## config.mk

```make
export PLATFORM = sky130hd
export DESIGN_NAME = rov_front
export DESIGN_NICKNAME = d
export VERILOG_FILES = /design/src/rtl/core/rov_pkg.sv /design/src/rtl/core/rov_front.sv
export SDC_FILE = /design/constraint.sdc
export NUM_CORES = 1
export LEC_CHECK = 0
export ABC_CLOCK_PERIOD_IN_PS = 14700
export BUFFER_PORTS_ARGS = -buffer_cell sky130_fd_sc_hd__buf_2
export CORE_MARGIN = 2
export CORE_UTILIZATION = 54
export DETAILED_ROUTE_END_ITERATION = 8
export PLACE_DENSITY = 0.82
export RECOVER_POWER = 100
export REMOVE_ABC_BUFFERS = 1
export SLEW_MARGIN = 25
export SYNTH_ARGS = -nofsm -noshare
export SYNTH_HDL_FRONTEND = slang
export SYNTH_SLANG_ARGS = --single-unit
```

## constraint.sdc

```tcl
create_clock -name i_clk -period 14.7 [get_ports i_clk]
set_input_delay 2.94 -clock i_clk [delete_from_list [all_inputs] [get_ports i_clk]]
set_output_delay 2.94 -clock i_clk [all_outputs]
set_load 0.01 [all_outputs]
```

## src/rtl/core/rov_pkg.sv

```systemverilog
`timescale 1ns / 1ps
// rov_pkg: shared types, constants and mask functions for the route origin validator
// no dependencies
package rov_pkg;

    localparam int ENTRIES   = 1024;
    localparam int IDX_W     = $clog2(ENTRIES);
    localparam int CNT_W     = 11;
    localparam int QDEPTH    = 2;

    localparam logic [1:0] ROV_VALID    = 2'd0;
    localparam logic [1:0] ROV_INVALID  = 2'd1;
    localparam logic [1:0] ROV_NOTFOUND = 2'd2;

    localparam logic [1:0] INS_ADDED    = 2'd0;
    localparam logic [1:0] INS_DUP      = 2'd1;
    localparam logic [1:0] INS_REJECTED = 2'd2;
    localparam logic [1:0] INS_FULL     = 2'd3;

    localparam logic [7:0] V4_MAX = 8'd32;
    localparam logic [7:0] V6_MAX = 8'd128;

    typedef enum logic [0:0] {
        K_INSERT   = 1'b0,
        K_VALIDATE = 1'b1
    } t_kind;

    // classified word handed from front to back
    typedef struct packed {
        t_kind       kind;
        logic        rejected;
        logic        is_ipv6;
        logic [63:0] addr_hi;
        logic [63:0] addr_lo;
        logic [7:0]  prefix_len;
        logic [31:0] asn;
        logic [7:0]  max_len;
    } t_cmd;

    typedef enum logic [1:0] {
        S_IDLE,
        S_SCAN,
        S_FINISH,
        S_OUT
    } t_state;

    function automatic logic [63:0] mask_high(input logic [7:0] len);
        logic [63:0] m;
        if (len == 8'd0) m = '0;
        else if (len >= 8'd64) m = '1;
        else m = ~64'd0 << (7'd64 - {1'b0, len[5:0]});
        return m;
    endfunction

    function automatic logic [63:0] mask_low(input logic [7:0] len);
        logic [63:0] m;
        if (len <= 8'd64) m = '0;
        else if (len >= 8'd128) m = '1;
        else m = ~64'd0 << (8'd128 - len);
        return m;
    endfunction

endpackage

```

## src/rtl/core/rov_front.sv

```systemverilog
`timescale 1ns / 1ps
// rov_front: accepts words, checks insert lengths, masks the prefix and queues them
// depends on rov_pkg
module rov_front
    import rov_pkg::*;
(
    input  logic        i_clk,
    input  logic        i_rst_n,
    input  logic        i_valid,
    output logic        o_stall,
    input  logic        i_kind,
    input  logic        i_is_ipv6,
    input  logic [63:0] i_addr_hi,
    input  logic [63:0] i_addr_lo,
    input  logic [7:0]  i_prefix_len,
    input  logic [31:0] i_asn,
    input  logic [7:0]  i_max_len,
    output logic        o_q_valid,
    input  logic        i_q_pop,
    output t_cmd        o_q_cmd
);

    t_cmd        r_q [QDEPTH];
    logic [0:0]  r_wp, r_rp;
    logic [1:0]  r_cnt;
    t_cmd        n_cmd;
    logic        push;
    logic [7:0]  limit;

    always_comb begin
        limit          = i_is_ipv6 ? V6_MAX : V4_MAX;
        n_cmd.kind     = t_kind'(i_kind);
        n_cmd.is_ipv6  = i_is_ipv6;
        n_cmd.asn      = i_asn;
        n_cmd.max_len  = i_max_len;
        n_cmd.prefix_len = i_prefix_len;
        n_cmd.rejected = (i_max_len < i_prefix_len) || (i_max_len > limit);
        // inserts are stored masked, validates keep the full address
        if (i_kind == K_INSERT) begin
            n_cmd.addr_hi = i_addr_hi & mask_high(i_prefix_len);
            n_cmd.addr_lo = i_addr_lo & mask_low(i_prefix_len);
        end else begin
            n_cmd.addr_hi = i_addr_hi;
            n_cmd.addr_lo = i_addr_lo;
        end
    end

    assign o_stall   = (r_cnt == 2'(QDEPTH));
    assign push      = i_valid && !o_stall;
    assign o_q_valid = (r_cnt != 2'd0);
    assign o_q_cmd   = r_q[r_rp];

    always_ff @(posedge i_clk) begin
        if (push) r_q[r_wp] <= n_cmd;
        if (!i_rst_n) begin
            r_wp  <= '0;
            r_rp  <= '0;
            r_cnt <= '0;
        end else begin
            if (push) r_wp <= r_wp + 1'b1;
            if (i_q_pop) r_rp <= r_rp + 1'b1;
            r_cnt <= r_cnt + 2'(push) - 2'(i_q_pop);
        end
    end

endmodule

```

==> flow_summary_export.csv <==
group,metric,value,unit
status,status,"complete, but fails checks",
status,violations,"capacitance limit, slew limit",
logic_synthesis,synth_area,15600,um^2
timing,fin_crit_sh,0.568,
placed_design,postPlaceCellArea,17800,um^2
global_route,grt_pass1_vias,10246,
logic_synthesis,yosys_warnings,0,
timing,relSlewSlack,-1.99,
worst_setup_path,cp.required,14840,ps
timing,hold_viol_final,0,
clocking,clock_sinks,363,
pwr,cell_internal_pwr,2.03,mW
timing,worstMarginPinSlew,4480,ps
timing,fmax,120,MHz
floorplan,die_h,174,um
timing,finClkSkew,10.2,ps
detailed_routing,wl_per_cell,22.9,um
global_route,overflow,0,
worst_setup_path,critPathMaxStageDelay,3170,ps
floorplan,die_area,30200,um^2
worst_setup_path,worst_setup_path_end_kind,"flop",
logic_synthesis,netlist_instances,1005,
detailed_routing,firstDrtPassIters,5,
clocking,postCtsHoldBufs,0,
layout,multiInputGateArea,4430,um^2
clocking,cts_max_path_buffers,3,
worst_setup_path,cp_top_family,"buffers and inverters",
layout,stdcell_area,18700,um^2
clocking,cts_root_buf,"clkbuf_16",
pwr,ir_worst_vdd,0.109,mV
logic_synthesis,ys_ff_latch,363,
pwr,swShare,0.259,
detailed_routing,drt_iter0_markers,990,
timing,final_max_slew_viol_count,339,
clocking,clk_pin_slew_worst_paths,60,ps
floorplan,num_rows,62,
floorplan,io_pins,363,
pwr,p_sw,0.713,mW
floorplan,initial_utilization,0.545,
pwr,pwr-share-clk,0.337,
logic_synthesis,synth_top_flop_cell,"edfxtp_1",
detailed_routing,vias_per_cell,5.75,
worst_setup_path,critPathBufInv,3,
logic_synthesis,async_reset_ff_frac,0,
layout,nNetsFinal,1564,
worst_setup_path,cpMaxStageDelayCell,"clkbuf_1",
worst_setup_path,crit_chain,"buf_2 -> nand2_1 -> nor2_1 -> clkbuf_1 -> buf_4",
worst_setup_path,startpoint_type,"primary input",
pwr,power.leakage,6.62,nW
detailed_routing,num_vias,10270,
global_route,grtUsageTotal,0.263,
flow_run,max_cap_violations,7,
logic_synthesis,synth.distinct_cells,53,
pwr,combinationalPowerShare,0.171,
placed_design,place_congestion,0.822,
pwr,power_density,147,nW/um^2
worst_setup_path,crit_arrival,8480,ps
clocking,insertion_delay,510,ps
global_route,grt_max_degree,180,
timing,final.min_clock_period,8350,ps
global_route,grt_pass1_wl,59.9,mm
layout,drive_above_1_share,0.289,
clocking,tritoncts,"yes",
timing,setup_viol,0,
placed_design,io_buffers,362,
pwr,pwr-share-seq,0.492,
clocking,post-cts-setup-buffers,0,
detailed_routing,drt-total-wl,41.0,mm
placed_design,hpwl,27.1,mm
timing,hold_slack,575,ps
layout,n_fill_cell,2235,
logic_synthesis,synth_edf_count,358,
worst_setup_path,worstPathMaxFanout,75,
layout,seqCellArea,10900,um^2
layout,area_growth,20.0,%
global_route,grt_antenna_before_repair,12,
clocking,cts_inserted_buffers,38,
detailed_routing,ant_nets,0,
floorplan,core-area,28500,um^2
logic_synthesis,syn_area_per_cell,15.5,um^2
min_path,hold_path_class,"reg -> reg",
clocking,h-tree-depth,2,
floorplan,die_w,174,um
clocking,cts_resized,0,
layout,fin_util,0.655,
detailed_routing,drc,0,
logic_synthesis,yosysSeqAreaShare,0.697,
layout,layout_commonest_cell,"edfxtp_1",
layout,mostFrequentLayoutCells,"edfxtp_1, clkbuf_1, mux2_2",
timing,rsz0062_at_grt,"false",
timing,final.setup.tns,0,ps
worst_setup_path,critPathKind,"in -> reg",
[stage by stage]
stage	total power [mW]	cells	setup slack [ps]
global route	2.85	1785	5850
finish	2.75	1787	6350
detailed placement	1.86	1711	8760
CTS	2.78	1777	9300
global placement	1.84	1711	8890
floorplan	1.68	953	3510
[cell usage after synthesis (all sizes together) (2+ instances only)]
cell type    n  area [um^2]
inv         19         71.3
o21bai       3         22.5
ha          15          188
nand2b       9         56.3
o31ai        7         52.6
or4          2         15.0
nand3        9         45.0
nor4         5         52.6
nor3         8         66.3
nor2b       12         75.1
o211a        3         30.0
and2        25          156
nand2       71          267
buf         13         83.8
a31oi        8         50.1
or3          2         17.5
a21o         3         22.5
a21boi      15          113
clkbuf      39          149
nor3b        2         15.0
mux2       179         2020
xnor2        9         78.8
nor2        29          109
edfxtp     358        10800
o311a       16          160
a21oi       39          195
a211oi       4         35.0
xor2         2         17.5
or2          5         31.3
o21ai       47          235
o21a        10         75.1
and3        24          150
dfxtp        5          100
[worst reg2reg max path: stages (launching register included)]
cell,delay (ps)
dfxtp_1,340
nand2b_1,140
nand2_1,90
nor2_1,960
clkbuf_1,3180
buf_4,1170
[power groups by stage]
stage | registers [mW] | logic (mW) | clock network (mW)
after floorplan | 1.40 | 0.282 | 0
after global placement | 1.35 | 0.491 | 0
after detailed placement | 1.36 | 0.497 | 0
after CTS | 1.34 | 0.500 | 0.940
after global routing | 1.36 | 0.506 | 0.980
final | 1.35 | 0.470 | 0.926
[flip-flops by register name (all words and copies together) (netlist names), named ones only]
name	count
r_rp	1
r_wp	1
r_cnt	2
r_q	358
[final timing paths]
check,cells after the start,start,slack (ps),endpoint
worst min-delay path,2,r_rp,570,r_rp
worst min register to register,2,r_rp,570,r_rp
worst max-delay path,5,i_valid,6350,r_q[0][149]
worst max register to register,5,r_cnt[0],8360,r_q[0][149]
[routing by layer]
layer	global-route usage	wire length, um
met3	0.0579	3450
met4	0.101	1430
met1	0.343	16100
met2	0.434	20000
met5	0	34
[layout make-up]
type	instances	share of cell area
antenna	10	0.00134
clock buffer	46	0.0525
clock inverter	20	0.0116
inverter	19	0.00382
multi-input combinational	571	0.237
sequential	363	0.581
tap	384	0.0257
timing repair buffer	374	0.0872
[logic make-up (layout without fill, tap and decap cells)]
group,after synthesis,in the layout,synth area share
flops,363,363,0.697
fa+ha+maj,15,15,0.0121
xor+xnor,11,11,0.00619
buf+inv,71,459,0.0195
compound gates,161,161,0.0669
mux,179,179,0.129
simple gates,205,205,0.0689
other cells,0,10,0
No activity file was read; power rests on OpenSTA's default activity.
